## config.mk

```make
export PLATFORM = sky130hd
export DESIGN_NAME = line_follower_pd_drive_unit
export DESIGN_NICKNAME = d
export VERILOG_FILES = /design/src/lfpd_pkg.sv /design/src/lfpd_front.sv /design/src/lfpd_queue.sv /design/src/lfpd_back.sv /design/src/line_follower_pd_drive_unit.sv
export SDC_FILE = /design/constraint.sdc
export NUM_CORES = 2
export LEC_CHECK = 0
export BUFFER_PORTS_ARGS = -buffer_cell sky130_fd_sc_hd__buf_2
export CAP_MARGIN = 25
export CORE_MARGIN = 5
export CORE_UTILIZATION = 45
export CTS_CLUSTER_SIZE = 20
export DETAILED_ROUTE_END_ITERATION = 12
export REMOVE_ABC_BUFFERS = 1
export SYNTH_ARGS = -nofsm -noshare
export SYNTH_HDL_FRONTEND = slang
export SYNTH_HIERARCHICAL = 1
export SYNTH_SLANG_ARGS = --single-unit
```

## constraint.sdc

```tcl
create_clock -name i_clk -period 17.79 [get_ports i_clk]
set_input_delay 0.8895 -clock i_clk [delete_from_list [all_inputs] [get_ports i_clk]]
set_output_delay 0.8895 -clock i_clk [all_outputs]
set_load 0.05 [all_outputs]
```

## src/lfpd_pkg.sv

```systemverilog
// shared types, register map, reset values and the line position table
package lfpd_pkg;

    // register indexes on the configuration port
    localparam logic [2:0] REG_KP_GAIN         = 3'd0;
    localparam logic [2:0] REG_KD_GAIN         = 3'd1;
    localparam logic [2:0] REG_BASE_SPEED      = 3'd2;
    localparam logic [2:0] REG_LINE_SETPOINT   = 3'd3;
    localparam logic [2:0] REG_DUTY_SCALE      = 3'd4;
    localparam logic [2:0] REG_TURN_FAST_SPEED = 3'd5;
    localparam logic [2:0] REG_TURN_SLOW_SPEED = 3'd6;

    // register reset values
    localparam logic [15:0] RST_KP_GAIN         = 16'd393;
    localparam logic [15:0] RST_KD_GAIN         = 16'd1966;
    localparam logic [11:0] RST_BASE_SPEED      = 12'd40;
    localparam logic [12:0] RST_LINE_SETPOINT   = 13'd3000;
    localparam logic [7:0]  RST_DUTY_SCALE      = 8'd10;
    localparam logic [11:0] RST_TURN_FAST_SPEED = 12'd40;
    localparam logic [11:0] RST_TURN_SLOW_SPEED = 12'hFF6;

    // remembered side codes
    localparam logic [1:0] SIDE_NONE   = 2'd0;
    localparam logic [1:0] SIDE_LEFT   = 2'd1;
    localparam logic [1:0] SIDE_RIGHT  = 2'd2;
    localparam logic [1:0] SIDE_CENTRE = 2'd3;

    localparam logic [15:0] DUTY_MAX = 16'hFFFF;

    // configuration register set
    typedef struct packed {
        logic [15:0]        kp_gain;
        logic [15:0]        kd_gain;
        logic signed [11:0] base_speed;
        logic [12:0]        line_setpoint;
        logic [7:0]         duty_scale;
        logic signed [11:0] turn_fast_speed;
        logic signed [11:0] turn_slow_speed;
    } t_cfg;

    // classified sensor sample passed from front to back
    typedef struct packed {
        logic        lost;
        logic        lamp;
        logic [1:0]  side;
        logic [12:0] position;
    } t_cmd;

    // weighted line position divided by the active sensor count
    function automatic logic [12:0] line_position(input logic [4:0] bits);
        logic [12:0] pos;
        begin
            unique case (bits)
                5'd1:    pos = 13'd1200;
                5'd2:    pos = 13'd2400;
                5'd3:    pos = 13'd1800;
                5'd4:    pos = 13'd3000;
                5'd5:    pos = 13'd2100;
                5'd6:    pos = 13'd2700;
                5'd7:    pos = 13'd2200;
                5'd8:    pos = 13'd3600;
                5'd9:    pos = 13'd2400;
                5'd10:   pos = 13'd3000;
                5'd11:   pos = 13'd2400;
                5'd12:   pos = 13'd3300;
                5'd13:   pos = 13'd2600;
                5'd14:   pos = 13'd3000;
                5'd15:   pos = 13'd2550;
                5'd16:   pos = 13'd4800;
                5'd17:   pos = 13'd3000;
                5'd18:   pos = 13'd3600;
                5'd19:   pos = 13'd2800;
                5'd20:   pos = 13'd3900;
                5'd21:   pos = 13'd3000;
                5'd22:   pos = 13'd3400;
                5'd23:   pos = 13'd2850;
                5'd24:   pos = 13'd4200;
                5'd25:   pos = 13'd3200;
                5'd26:   pos = 13'd3600;
                5'd27:   pos = 13'd3000;
                5'd28:   pos = 13'd3800;
                5'd29:   pos = 13'd3150;
                5'd30:   pos = 13'd3450;
                5'd31:   pos = 13'd3000;
                default: pos = 13'd0;
            endcase
            return pos;
        end
    endfunction

endpackage

```

## src/lfpd_front.sv

```systemverilog
// front end: takes sensor samples, tracks the remembered side, looks up position
module lfpd_front (
    input  logic                 i_clk,
    input  logic                 i_rst_n,
    input  logic                 push,
    output logic                 full,
    input  logic [4:0]           i_center_sensors,
    input  logic                 i_left_edge,
    input  logic                 i_right_edge,
    input  logic                 i_queue_full,
    output logic                 o_queue_wr,
    output lfpd_pkg::t_cmd       o_queue_data
);
    import lfpd_pkg::*;

    logic [1:0] r_side;
    logic [1:0] n_side;
    logic       accept;

    assign full   = i_queue_full;
    assign accept = push && !i_queue_full;

    // side memory update for this sample
    always_comb begin
        n_side = r_side;
        if ((i_center_sensors & 5'b01110) != 5'd0) begin
            n_side = SIDE_CENTRE;
        end
        if (i_left_edge) begin
            n_side = SIDE_LEFT;
        end else if (i_right_edge) begin
            n_side = SIDE_RIGHT;
        end
    end

    always_ff @(posedge i_clk) begin
        if (!i_rst_n) begin
            r_side <= SIDE_NONE;
        end else if (accept) begin
            r_side <= n_side;
        end
    end

    // classified sample into the queue
    assign o_queue_wr            = accept;
    assign o_queue_data.lost     = (i_center_sensors == 5'd0);
    assign o_queue_data.lamp     = i_center_sensors[2];
    assign o_queue_data.side     = n_side;
    assign o_queue_data.position = line_position(i_center_sensors);

endmodule

```

## src/lfpd_queue.sv

```systemverilog
// short queue of classified samples between front and back
module lfpd_queue #(
    parameter int DEPTH = 2
) (
    input  logic           i_clk,
    input  logic           i_rst_n,
    input  logic           i_wr,
    input  lfpd_pkg::t_cmd i_wr_data,
    output logic           o_full,
    input  logic           i_rd,
    output lfpd_pkg::t_cmd o_rd_data,
    output logic           o_empty
);
    import lfpd_pkg::*;

    localparam int PW = $clog2(DEPTH);
    localparam int CW = $clog2(DEPTH + 1);

    t_cmd            r_mem [DEPTH];
    logic [PW-1:0]   r_wr_ptr;
    logic [PW-1:0]   r_rd_ptr;
    logic [CW-1:0]   r_count;
    logic            do_wr;
    logic            do_rd;

    assign o_full    = (r_count == CW'(DEPTH));
    assign o_empty   = (r_count == '0);
    assign do_wr     = i_wr && !o_full;
    assign do_rd     = i_rd && !o_empty;
    assign o_rd_data = r_mem[r_rd_ptr];

    // storage
    always_ff @(posedge i_clk) begin
        if (do_wr) begin
            r_mem[r_wr_ptr] <= i_wr_data;
        end
    end

    // pointers and fill count
    always_ff @(posedge i_clk) begin
        if (!i_rst_n) begin
            r_wr_ptr <= '0;
            r_rd_ptr <= '0;
            r_count  <= '0;
        end else begin
            if (do_wr) begin
                r_wr_ptr <= (r_wr_ptr == PW'(DEPTH - 1)) ? '0 : r_wr_ptr + 1'b1;
            end
            if (do_rd) begin
                r_rd_ptr <= (r_rd_ptr == PW'(DEPTH - 1)) ? '0 : r_rd_ptr + 1'b1;
            end
            if (do_wr && !do_rd) begin
                r_count <= r_count + 1'b1;
            end else if (do_rd && !do_wr) begin
                r_count <= r_count - 1'b1;
            end
        end
    end

endmodule

```

## src/lfpd_back.sv

```systemverilog
// back end: pd sequencer on one shared multiplier, duty drive and result register
module lfpd_back (
    input  logic                 i_clk,
    input  logic                 i_rst_n,
    input  lfpd_pkg::t_cfg       i_cfg,
    input  logic                 i_queue_empty,
    input  lfpd_pkg::t_cmd       i_queue_data,
    output logic                 o_queue_rd,
    output logic                 empty,
    input  logic                 pop,
    output logic [15:0]          o_left_forward_duty,
    output logic [15:0]          o_left_reverse_duty,
    output logic [15:0]          o_right_forward_duty,
    output logic [15:0]          o_right_reverse_duty,
    output logic                 o_center_lamp,
    output logic                 o_line_lost,
    output logic signed [13:0]   o_track_error
);
    import lfpd_pkg::*;

    localparam logic [3:0] S_IDLE = 4'd0;
    localparam logic [3:0] S_ERR  = 4'd1;
    localparam logic [3:0] S_MULP = 4'd2;
    localparam logic [3:0] S_MULD = 4'd3;
    localparam logic [3:0] S_SUM  = 4'd4;
    localparam logic [3:0] S_CORR = 4'd5;
    localparam logic [3:0] S_SPD  = 4'd6;
    localparam logic [3:0] S_DRVL = 4'd7;
    localparam logic [3:0] S_DRVR = 4'd8;
    localparam logic [3:0] S_SATR = 4'd9;
    localparam logic [3:0] S_DONE = 4'd10;

    logic [3:0]          r_state;
    t_cmd                r_cmd;
    logic signed [13:0]  r_prev_err;
    logic signed [13:0]  r_err;
    logic signed [14:0]  r_deriv;
    logic signed [33:0]  r_prod;
    logic signed [34:0]  r_acc;
    logic signed [16:0]  r_corr;
    logic signed [16:0]  r_spd_l;
    logic signed [16:0]  r_spd_r;
    logic [15:0]         r_duty [4];
    logic                r_out_valid;
    logic [15:0]         r_out_duty [4];
    logic                r_out_lamp;
    logic                r_out_lost;
    logic signed [13:0]  r_out_err;

    logic signed [16:0]  mul_a;
    logic signed [16:0]  mul_b;
    logic signed [33:0]  mul_p;
    logic signed [16:0]  abs_l;
    logic signed [16:0]  abs_r;
    logic signed [34:0]  acc_biased;
    logic signed [13:0]  err_now;
    logic signed [16:0]  base_ext;
    logic signed [16:0]  fast_ext;
    logic signed [16:0]  slow_ext;
    logic [15:0]         sat_duty;
    logic                out_free;

    assign base_ext = 17'(i_cfg.base_speed);
    assign fast_ext = 17'(i_cfg.turn_fast_speed);
    assign slow_ext = 17'(i_cfg.turn_slow_speed);
    assign abs_l    = r_spd_l[16] ? -r_spd_l : r_spd_l;
    assign abs_r    = r_spd_r[16] ? -r_spd_r : r_spd_r;
    assign err_now  = $signed({1'b0, i_cfg.line_setpoint}) - $signed({1'b0, r_cmd.position});
    assign out_free = !r_out_valid || pop;

    // truncation toward zero before the 16 bit shift
    assign acc_biased = r_acc + (r_acc[34] ? 35'sd65535 : 35'sd0);

    // saturated magnitude from the last product
    assign sat_duty = (r_prod > 34'sd65535) ? DUTY_MAX : r_prod[15:0];

    // shared multiplier operand selection
    always_comb begin
        mul_a = '0;
        mul_b = '0;
        unique case (r_state)
            S_MULP: begin
                mul_a = 17'(r_err);
                mul_b = $signed({1'b0, i_cfg.kp_gain});
            end
            S_MULD: begin
                mul_a = 17'(r_deriv);
                mul_b = $signed({1'b0, i_cfg.kd_gain});
            end
            S_DRVL: begin
                mul_a = $signed({1'b0, abs_l[15:0]});
                mul_b = $signed({9'd0, i_cfg.duty_scale});
            end
            S_DRVR: begin
                mul_a = $signed({1'b0, abs_r[15:0]});
                mul_b = $signed({9'd0, i_cfg.duty_scale});
            end
            default: begin
                mul_a = '0;
                mul_b = '0;
            end
        endcase
    end

    assign mul_p      = mul_a * mul_b;
    assign o_queue_rd = (r_state == S_IDLE) && !i_queue_empty;

    // sequencer
    always_ff @(posedge i_clk) begin
        if (!i_rst_n) begin
            r_state    <= S_IDLE;
            r_prev_err <= '0;
            for (int i = 0; i < 4; i++) begin
                r_duty[i] <= '0;
            end
        end else begin
            unique case (r_state)
                S_IDLE: begin
                    if (!i_queue_empty) begin
                        r_cmd <= i_queue_data;
                        if (!i_queue_data.lost) begin
                            r_state <= S_ERR;
                        end else begin
                            unique case (i_queue_data.side)
                                SIDE_LEFT: begin
                                    r_spd_l <= slow_ext;
                                    r_spd_r <= fast_ext;
                                    r_state <= S_DRVL;
                                end
                                SIDE_RIGHT: begin
                                    r_spd_l <= fast_ext;
                                    r_spd_r <= slow_ext;
                                    r_state <= S_DRVL;
                                end
                                SIDE_CENTRE: begin
                                    r_spd_l <= fast_ext;
                                    r_spd_r <= fast_ext;
                                    r_state <= S_DRVL;
                                end
                                default: begin
                                    r_state <= S_DONE;
                                end
                            endcase
                        end
                    end
                end
                S_ERR: begin
                    r_err      <= err_now;
                    r_deriv    <= 15'(err_now) - 15'(r_prev_err);
                    r_prev_err <= err_now;
                    r_state    <= S_MULP;
                end
                S_MULP: begin
                    r_prod  <= mul_p;
                    r_state <= S_MULD;
                end
                S_MULD: begin
                    r_acc   <= 35'(r_prod);
                    r_prod  <= mul_p;
                    r_state <= S_SUM;
                end
                S_SUM: begin
                    r_acc   <= r_acc + 35'(r_prod);
                    r_state <= S_CORR;
                end
                S_CORR: begin
                    r_corr  <= acc_biased[32:16];
                    r_state <= S_SPD;
                end
                S_SPD: begin
                    r_spd_l <= base_ext - r_corr;
                    r_spd_r <= base_ext + r_corr;
                    r_state <= S_DRVL;
                end
                S_DRVL: begin
                    r_prod  <= mul_p;
                    r_state <= S_DRVR;
                end
                S_DRVR: begin
                    r_duty[0] <= (r_spd_l > 17'sd0) ? sat_duty : 16'd0;
                    r_duty[1] <= (r_spd_l < 17'sd0) ? sat_duty : 16'd0;
                    r_prod    <= mul_p;
                    r_state   <= S_SATR;
                end
                S_SATR: begin
                    r_duty[2] <= (r_spd_r > 17'sd0) ? sat_duty : 16'd0;
                    r_duty[3] <= (r_spd_r < 17'sd0) ? sat_duty : 16'd0;
                    r_state   <= S_DONE;
                end
                S_DONE: begin
                    if (out_free) begin
                        r_state <= S_IDLE;
                    end
                end
                default: begin
                    r_state <= S_IDLE;
                end
            endcase
        end
    end

    // result register valid flag
    always_ff @(posedge i_clk) begin
        if (!i_rst_n) begin
            r_out_valid <= 1'b0;
        end else if (r_state == S_DONE && out_free) begin
            r_out_valid <= 1'b1;
        end else if (pop) begin
            r_out_valid <= 1'b0;
        end
    end

    // result payload
    always_ff @(posedge i_clk) begin
        if (r_state == S_DONE && out_free) begin
            for (int i = 0; i < 4; i++) begin
                r_out_duty[i] <= r_duty[i];
            end
            r_out_lamp <= r_cmd.lamp;
            r_out_lost <= r_cmd.lost;
            r_out_err  <= r_prev_err;
        end
    end

    assign empty                = !r_out_valid;
    assign o_left_forward_duty  = r_out_duty[0];
    assign o_left_reverse_duty  = r_out_duty[1];
    assign o_right_forward_duty = r_out_duty[2];
    assign o_right_reverse_duty = r_out_duty[3];
    assign o_center_lamp        = r_out_lamp;
    assign o_line_lost          = r_out_lost;
    assign o_track_error        = r_out_err;

endmodule

```

## src/line_follower_pd_drive_unit.sv

```systemverilog
// PD line-follower motor drive: a sensor sample is pushed in and one set of motor duties
// is popped out for each. The front end files each sample in a QUEUE_DEPTH-entry queue;
// the back end works through it with one shared 17x17 multiplier, one product a cycle.
// From leaving the queue to the result register a sample goes through error, two gain
// products, sum, rounding, speeds, two duty products and saturation when the line is seen,
// the duty products and saturation on a recovery turn, and straight through when the held
// duties are repeated; the back end sequencer sets the sustained rate. A finished result
// waits in its own register while the next sample is worked on. Registers sit on the
// APB-style port at byte addresses 4*index and may be written only while the block is idle.
module line_follower_pd_drive_unit #(
    parameter int QUEUE_DEPTH = 2
) (
    input  logic                 i_clk,
    input  logic                 i_rst_n,
    // configuration port
    input  logic                 psel,
    input  logic                 penable,
    input  logic                 pwrite,
    input  logic [4:0]           paddr,
    input  logic [31:0]          pwdata,
    output logic [31:0]          prdata,
    output logic                 pready,
    // sample side
    input  logic                 push,
    output logic                 full,
    input  logic [4:0]           i_center_sensors,
    input  logic                 i_left_edge,
    input  logic                 i_right_edge,
    // result side
    output logic                 empty,
    input  logic                 pop,
    output logic [15:0]          o_left_forward_duty,
    output logic [15:0]          o_left_reverse_duty,
    output logic [15:0]          o_right_forward_duty,
    output logic [15:0]          o_right_reverse_duty,
    output logic                 o_center_lamp,
    output logic                 o_line_lost,
    output logic signed [13:0]   o_track_error
);
    import lfpd_pkg::*;

    t_cfg       r_cfg;
    logic       cfg_wr;
    logic [2:0] reg_idx;
    logic       q_full;
    logic       q_empty;
    logic       q_wr;
    logic       q_rd;
    t_cmd       q_wr_data;
    t_cmd       q_rd_data;

    assign pready  = 1'b1;
    assign reg_idx = paddr[4:2];
    assign cfg_wr  = psel && penable && pwrite && pready;

    // register writes
    always_ff @(posedge i_clk) begin
        if (!i_rst_n) begin
            r_cfg.kp_gain         <= RST_KP_GAIN;
            r_cfg.kd_gain         <= RST_KD_GAIN;
            r_cfg.base_speed      <= RST_BASE_SPEED;
            r_cfg.line_setpoint   <= RST_LINE_SETPOINT;
            r_cfg.duty_scale      <= RST_DUTY_SCALE;
            r_cfg.turn_fast_speed <= RST_TURN_FAST_SPEED;
            r_cfg.turn_slow_speed <= RST_TURN_SLOW_SPEED;
        end else if (cfg_wr) begin
            unique case (reg_idx)
                REG_KP_GAIN:         r_cfg.kp_gain         <= pwdata[15:0];
                REG_KD_GAIN:         r_cfg.kd_gain         <= pwdata[15:0];
                REG_BASE_SPEED:      r_cfg.base_speed      <= pwdata[11:0];
                REG_LINE_SETPOINT:   r_cfg.line_setpoint   <= pwdata[12:0];
                REG_DUTY_SCALE:      r_cfg.duty_scale      <= pwdata[7:0];
                REG_TURN_FAST_SPEED: r_cfg.turn_fast_speed <= pwdata[11:0];
                REG_TURN_SLOW_SPEED: r_cfg.turn_slow_speed <= pwdata[11:0];
                default: ;
            endcase
        end
    end

    // register reads
    always_comb begin
        unique case (reg_idx)
            REG_KP_GAIN:         prdata = {16'd0, r_cfg.kp_gain};
            REG_KD_GAIN:         prdata = {16'd0, r_cfg.kd_gain};
            REG_BASE_SPEED:      prdata = {20'd0, r_cfg.base_speed};
            REG_LINE_SETPOINT:   prdata = {19'd0, r_cfg.line_setpoint};
            REG_DUTY_SCALE:      prdata = {24'd0, r_cfg.duty_scale};
            REG_TURN_FAST_SPEED: prdata = {20'd0, r_cfg.turn_fast_speed};
            REG_TURN_SLOW_SPEED: prdata = {20'd0, r_cfg.turn_slow_speed};
            default:             prdata = 32'd0;
        endcase
    end

    // sample intake and classification
    lfpd_front u_front (
        .i_clk            (i_clk),
        .i_rst_n          (i_rst_n),
        .push             (push),
        .full             (full),
        .i_center_sensors (i_center_sensors),
        .i_left_edge      (i_left_edge),
        .i_right_edge     (i_right_edge),
        .i_queue_full     (q_full),
        .o_queue_wr       (q_wr),
        .o_queue_data     (q_wr_data)
    );

    // decoupling queue
    lfpd_queue #(
        .DEPTH (QUEUE_DEPTH)
    ) u_queue (
        .i_clk     (i_clk),
        .i_rst_n   (i_rst_n),
        .i_wr      (q_wr),
        .i_wr_data (q_wr_data),
        .o_full    (q_full),
        .i_rd      (q_rd),
        .o_rd_data (q_rd_data),
        .o_empty   (q_empty)
    );

    // pd computation and duty drive
    lfpd_back u_back (
        .i_clk                (i_clk),
        .i_rst_n              (i_rst_n),
        .i_cfg                (r_cfg),
        .i_queue_empty        (q_empty),
        .i_queue_data         (q_rd_data),
        .o_queue_rd           (q_rd),
        .empty                (empty),
        .pop                  (pop),
        .o_left_forward_duty  (o_left_forward_duty),
        .o_left_reverse_duty  (o_left_reverse_duty),
        .o_right_forward_duty (o_right_forward_duty),
        .o_right_reverse_duty (o_right_reverse_duty),
        .o_center_lamp        (o_center_lamp),
        .o_line_lost          (o_line_lost),
        .o_track_error        (o_track_error)
    );

endmodule
```

* After elaboration in Yosys (flattened, before gate mapping) *
Memories as Yosys holds them, arrays and structs flattened. A register that Yosys moved wholly into a read port is not among the register bits.
Index checks and enable logic that the tools add are counted.
Widths: inputs -> output; s select.

cells by class
  mux-type cells = 51
  reductions and logical operators = 44
  bitwise logic cells = 5
  multipliers = 1
  $add $sub $neg = 12
  equality and inequality tests = 25
  order comparisons = 5

operators with widths
  operator              number
  $mux 16               12
  $pmux 17 s2           4
  $pmux 16 s7           1
  $pmux 35 s2           1
  $mux 17               4
  $pmux 17 s4           1
  $pmux 16 s3           1
  $pmux 4 s11           1
  $add 35x34->35        1
  $gt 17x1->1 const B   2
  $gt 34x17->1 const B  1
  $lt 17x1->1 const B   2
  $mul 17x17->34        1
  $add 33x33->33        1
  $neg 16->16           2
  $reduce_and 2->1      12
  $add 12x17->17        1
  $mux 1                17
  $sub 12x17->17        1
  $eq 4x3->1 const B    4
  $mux 4                4
  $sub 14x14->15        1
  $sub 13x13->14        1
  $eq 4x4->1 const B    3
  30 further kinds      64

word-level totals
  input bits = 51
  bits in writable memories = 162
  output and inout bits = 115
  memory bits (read-only) = 384
  memories = 4
  bits in registers = 294

memories
  name               words  bits a word  rd ports  clocked after memory_dff  wr ports  RTL line          text
  (no name shown)    32     12           1         0                         0         lfpd_pkg.sv:53    unique case (bits)
  u_back.r_duty      4      16           4         0                         4         lfpd_back.sv:43   logic [15:0] r_duty [4];
  u_back.r_out_duty  4      16           4         0                         4         lfpd_back.sv:45   logic [15:0] r_out_duty [4];
  u_queue.r_mem      2      17           1         1                         1         lfpd_queue.sv:19  t_cmd r_mem [DEPTH];

* Depth between registers and ports, before layout *
  word-level depth = 8
  gate-level depth with buffers = 32

* Modules after synthesis *
The synthesis kept the hierarchy.

modules (own cells, without submodules)
  module                       instances  cells each  sequential area each (µm²)  area an instance (µm²)
  lfpd_back                    1          2,887       9,629.2                     28,598.7
  line_follower_pd_drive_unit  1          462         1,781.7                     4,225.3
  lfpd_queue                   1          78          1,121.1                     1,458.9
  lfpd_front                   1          112         40.0                        772.0

* Worst setup path before layout *
OpenSTA, ideal clock, no wires.

  kind = register -> register
  start = register u_back.r_spd_r[5]
  end = register u_back.r_prod[30] (data pin)
  cell stages (with the launch flop) = 27
  setup slack = 10.202 ns
  buffers on the path = 0
  arrival time = 7.327 ns
  required time = 17.529 ns
  cell sequence = edfxtp_1 or4_4 or4_4 nand2_1 xor2_1 o22ai_1 a221oi_2 nor2_1 fa_1 inv_1 fa_1 fa_1 inv_1 fa_1 fa_1 inv_1 fa_1 inv_1 ha_1 nand2_1 o21ai_0 o221ai_1 a21oi_1 a311oi_2 nor4_1 nor3b_1 a311o_1

between the ends
  cells in the longest elaborated chain, start to end = 4

RTL lines
  element                     RTL line          text
  from (decl)                 lfpd_back.sv:42   logic signed [16:0] r_spd_r;
  from (signal assigned)      lfpd_back.sv:127  r_spd_r <= fast_ext;
  from (signal assigned)      lfpd_back.sv:132  r_spd_r <= slow_ext;
  from (signal assigned)      lfpd_back.sv:137  r_spd_r <= fast_ext;
  $neg 16->16                 lfpd_back.sv:67   assign abs_r = r_spd_r[16] ? -r_spd_r : r_spd_r;
  $mux 16 *                   lfpd_back.sv:67
  $pmux 17 s4 *               lfpd_back.sv:81   unique case (r_state)
  $mul 17x17->34 *            lfpd_back.sv:105  assign mul_p = mul_a * mul_b;
  named net u_back.mul_p[30]  lfpd_back.sv:52   logic signed [33:0] mul_p;
  to (signal assigned)        lfpd_back.sv:154  r_prod <= mul_p;
  to (signal assigned)        lfpd_back.sv:159  r_prod <= mul_p;
  to (signal assigned)        lfpd_back.sv:176  r_prod <= mul_p;
  to (decl)                   lfpd_back.sv:38   logic signed [33:0] r_prod;

Mark *: on every way through the listed nets, which the timed path passes. The rest lies on a longest branch.
A chain may end at the register's enable or synchronous reset.

* Final worst setup path *
  start = register u_back.r_spd_r[3]
  end = register u_back.r_prod[31] (data pin)

The elaborated chain is that of the path after synthesis.

==> impl_summary.log <==
[metrics] total number of placement rows: about 100
[metrics] Clock Latency Late Sink: 660 ps
[metrics] power share of the sequential group: 0.313
[metrics] setup clock skew after layout: 68.8 ps
[metrics] largest voltage drop on the vdd net: 0.0816 mV
[metrics] number of antenna violations at the first check in global routing: 1
[metrics] endpoints failing hold: 0
[metrics] GRT overflow: 0
[metrics] DIE AREA: 83600 sq um
[metrics] number of I/O pins: around 170
[metrics] total negative slack for setup checks: 0 ps
[metrics] floorplan die height: 289 um
[metrics] leakage power summed over all cells: roughly 17 nW
[metrics] capturing element type of the critical path: register
[metrics] maximum root-to-sink buffer count: 3
[metrics] buffer count from post-CTS setup fixing: 0
[metrics] Remaining DRCs: 0
[metrics] TritonCTS clock tree: built
[metrics] total of cells resized after clock tree synthesis: 0
[metrics] share of the synthesized area in the top cell type: 0.293
[metrics] clock transition at the register clock pins on the worst setup and hold paths after CTS: 60 ps
[metrics] input/output buffers: 130
[metrics] net switching power: 2.03 mW
[metrics] critical path required time: 18130 ps
[metrics] peak per-stage delay on the critical path: between 500 and 600 ps
[metrics] combinational share of power: 0.465
[metrics] start-to-end type of the worst setup path: reg2reg
[metrics] post-synthesis register bit count: 457
[metrics] path category of the worst min-delay check: reg2reg
[metrics] CP Max Fanout: 9
[metrics] WL final: 91.4 mm
[metrics] met1 capacity usage during global routing: 0.302
[metrics] Cell Area, Synth: 35100 sq um
[metrics] outcome: finished clean
[metrics] switching part of the total: 0.421
[metrics] vias in the first global route: between 20000 and 25000
[metrics] CTS Buf Count: slightly above 50
[metrics] cell class contributing the biggest share of worst-path delay: adder cells
[metrics] vias after detailed routing: 25600
[metrics] final-report max-slew violation count: 0
[metrics] crit start category: register
[metrics] average vias per placed instance: 5.46
[metrics] crit path DAT: 9410 ps
[metrics] power per cell area: 125 nW/um^2
[metrics] detailed-routing iteration count for the pre-antenna-repair pass: 6
[metrics] DR iter-0 viols: 2000
[metrics] multi-input gate area in the final layout: 20000 sq um
[metrics] nets: approximately 4200
[metrics] buffering stage count on the worst path with inverters included: 4
[metrics] Layout fillers: 7263
[metrics] antenna diode instance count: 0
[metrics] initial core utilization: 0.453
[metrics] share of flip-flops with an asynchronous set or reset: 0
[metrics] share of the clock period used by the worst path after layout: 0.510
[metrics] Max transition margin: 0.305
[metrics] cell-internal power: around 2.8 mW
[metrics] unrepaired setup endpoints after global routing: false
[metrics] number of warning messages in the yosys log: 6
[metrics] met2 Use GR: 0.364
[metrics] core footprint: about 77000 sq um
[metrics] share of total power in the clock network: 0.222
[metrics] peak clock frequency supported by timing: ~110 MHz
[metrics] TritonCTS Sinks: 457
[metrics] fin util: 0.497
[metrics] cell with the largest stage delay on the worst path: o311ai_0
[metrics] dpl hpwl: 71.1 mm
[metrics] cell seen most often among critical-path stages: fa_1
[metrics] Die W: ~290 um
[metrics] largest net degree at the start of global routing: 70
[metrics] Power Total: 4.82 mW
[metrics] drt wl/cell: 19.5 um
[metrics] post-synthesis cell type with the largest combined area: edfxtp_1
[metrics] largest cells by area after synthesis: edfxtp_1, fa_1, ha_1, dfxtp_1, inv_1
[metrics] synthesized instance count: 3539
[metrics] master cell of the clock root buffer: clkbuf_16
[metrics] count of unique library cells instantiated by Yosys: 100
[metrics] max-cap viol count: 0
[metrics] Final GP Congestion: about 0.93
[metrics] fraction of layout cells with a size suffix above 1: 0.0950
[metrics] register area share after synthesis: 0.359
[metrics] shortest clock period the worst path allows after layout: 9080 ps
[metrics] actual transition at the worst max-transition pin: around 1000 ps
[metrics] total routing usage reported by global routing: 0.219
[metrics] Area growth syn-to-layout: 9.72%
[metrics] Max H-tree Level: 2
[metrics] hold buffers post-CTS: 0
[metrics] first-pass GRT wire length: 143 mm
[metrics] final count of negative-setup-slack endpoints: 0
[metrics] Main synth FF type: edfxtp_1
[metrics] count of flip-flops with a built-in enable after synthesis: 342
[metrics] met3 Track Usage GR: 0.0273
[metrics] sequential cell area: 12600 sq um
[metrics] per-instance average area after synthesis: between 9 and 10 sq um
[metrics] gr busiest metal: met2
[metrics] number of nets with antenna violations after routing: 0
==> Yosys cell counts (35+ instances only) <==
cell type	number
nand2_1	347
nor2b_1	37
a22oi_1	42
ha_1	206
fa_1	284
o21ai_0	157
xor2_1	56
inv_1	499
dfxtp_1	115
mux2i_1	87
nor3_1	52
o211ai_1	35
nand2b_1	36
clkbuf_1	113
nor2_1	321
nand3_1	59
a21o_1	47
edfxtp_1	342
a21oi_1	101
xnor2_1	81
==> stage by stage <==
stage / hold WS (ps) / instance area (sq um) / std cells / setup WS (ps)
2_1_floorplan: 400 / 34300 / 3388 / 8440
3_3_place_gp: 402 / 36600 / 4595 / 8730
3_5_place_dp: 405 / 36700 / 4597 / 8760
4_1_cts: 416 / 38400 / 4692 / 8730
5_1_grt: 415 / 38500 / 4693 / 8220
6_report: 416 / 38500 / 4693 / 8710
==> power by group through the flow <==
stage | clock (mW) | sequential (mW) | combinational, mW
2_1_floorplan | 0 | 1.49 | 1.58
3_3_place_gp | 0 | 1.53 | 2.20
3_5_place_dp | 0 | 1.53 | 2.23
4_1_cts | 1.09 | 1.51 | 2.25
5_1_grt | 1.14 | 1.52 | 2.52
6_report | 1.07 | 1.51 | 2.24
==> cell usage in the layout (no fill, tap or decap), types with 35 or more instances in the layout <==
master,synthesis,final
buf_4,24,38
a21oi_1,101,101
inv_1,499,499
nand3_1,59,59
nor2b_1,37,36
clkbuf_16,0,55
a21o_1,47,47
nand2_1,347,347
ha_1,206,206
nor3_1,52,50
nand2b_1,36,36
nor2_1,321,319
o211ai_1,35,35
o21ai_0,157,155
buf_2,19,129
edfxtp_1,342,342
xnor2_1,81,81
mux2i_1,87,87
dfxtp_1,115,115
fa_1,284,284
xor2_1,56,56
a22oi_1,42,42
==> final timing paths <==
check                       startpoint                        to  slack [ps]  cells after the start
hold reg to reg   u_back/r_duty[1][14]  u_back/r_out_duty[1][14]         420                      0
setup / recovery     u_back/r_spd_r[3]         u_back/r_prod[31]        8710                     25
hold / removal    u_back/r_duty[1][14]  u_back/r_out_duty[1][14]         420                      0
setup reg to reg     u_back/r_spd_r[3]         u_back/r_prod[31]        8710                     25
==> cells by family (layout without fill, tap and decap cells) <==
| family | count (synthesis) | count (layout) | synth area share |
|---|---|---|---|
| DFF | 457 | 457 | 0.359 |
| xor gates and xnor gates | 137 | 137 | 0.0342 |
| and+or+nand+nor | 1025 | 1025 | 0.136 |
| buffers and inverters | 668 | 767 | 0.0756 |
| adders and majority gates | 490 | 490 | 0.236 |
| AOI/OAI and AO/OA | 639 | 639 | 0.124 |
| muxes | 120 | 120 | 0.0358 |
| other | 3 | 18 | 0.000321 |
==> registers in the layout, summed over array words and instances (netlist names), named ones only <==
signal                count
u_back/r_prod            34
u_back/r_out_duty        64
u_queue/r_rd_ptr          1
u_front/r_side            2
u_queue/r_mem            34
u_back/r_spd_l           17
u_back/r_cmd             15
u_back/o_center_lamp      1
u_back/r_err             14
u_back/r_acc             35
u_back/o_line_lost        1
u_back/r_spd_r           17
r_cfg                    89
u_back/r_corr            17
u_back/r_prev_err        14
u_back/o_track_error     14
u_queue/r_wr_ptr          1
u_back/r_out_valid        1
u_back/r_deriv           15
u_back/r_state            4
u_back/r_duty            64
u_queue/r_count           2
==> final cells by class <==
type	instances	area share
inverters	502	0.0490
clock inverters	30	0.00768
multi-input cells	2429	0.519
repair buffers	170	0.0262
flip-flops and latches	457	0.327
well taps	1040	0.0338
clock buffers	65	0.0376
==> worst register-to-register path: cells and delay by family, from the launching register on <==
family | cells | cell delay, ps
compound gates | 8 | 2820
simple gates | 5 | 1500
fa+ha+maj | 7 | 3370
buf+inv | 4 | 190
flops | 1 | 480
xor+xnor | 1 | 470
==> metal layers <==
metal | share of wire | vias to the layer above
met5 | 0 | -
met1 | 0.44 | 12600
li1 | - | 12100
met4 | 0.034 | 0
met2 | 0.47 | 757
met3 | 0.061 | 151
(Power assumes the default switching activity.)
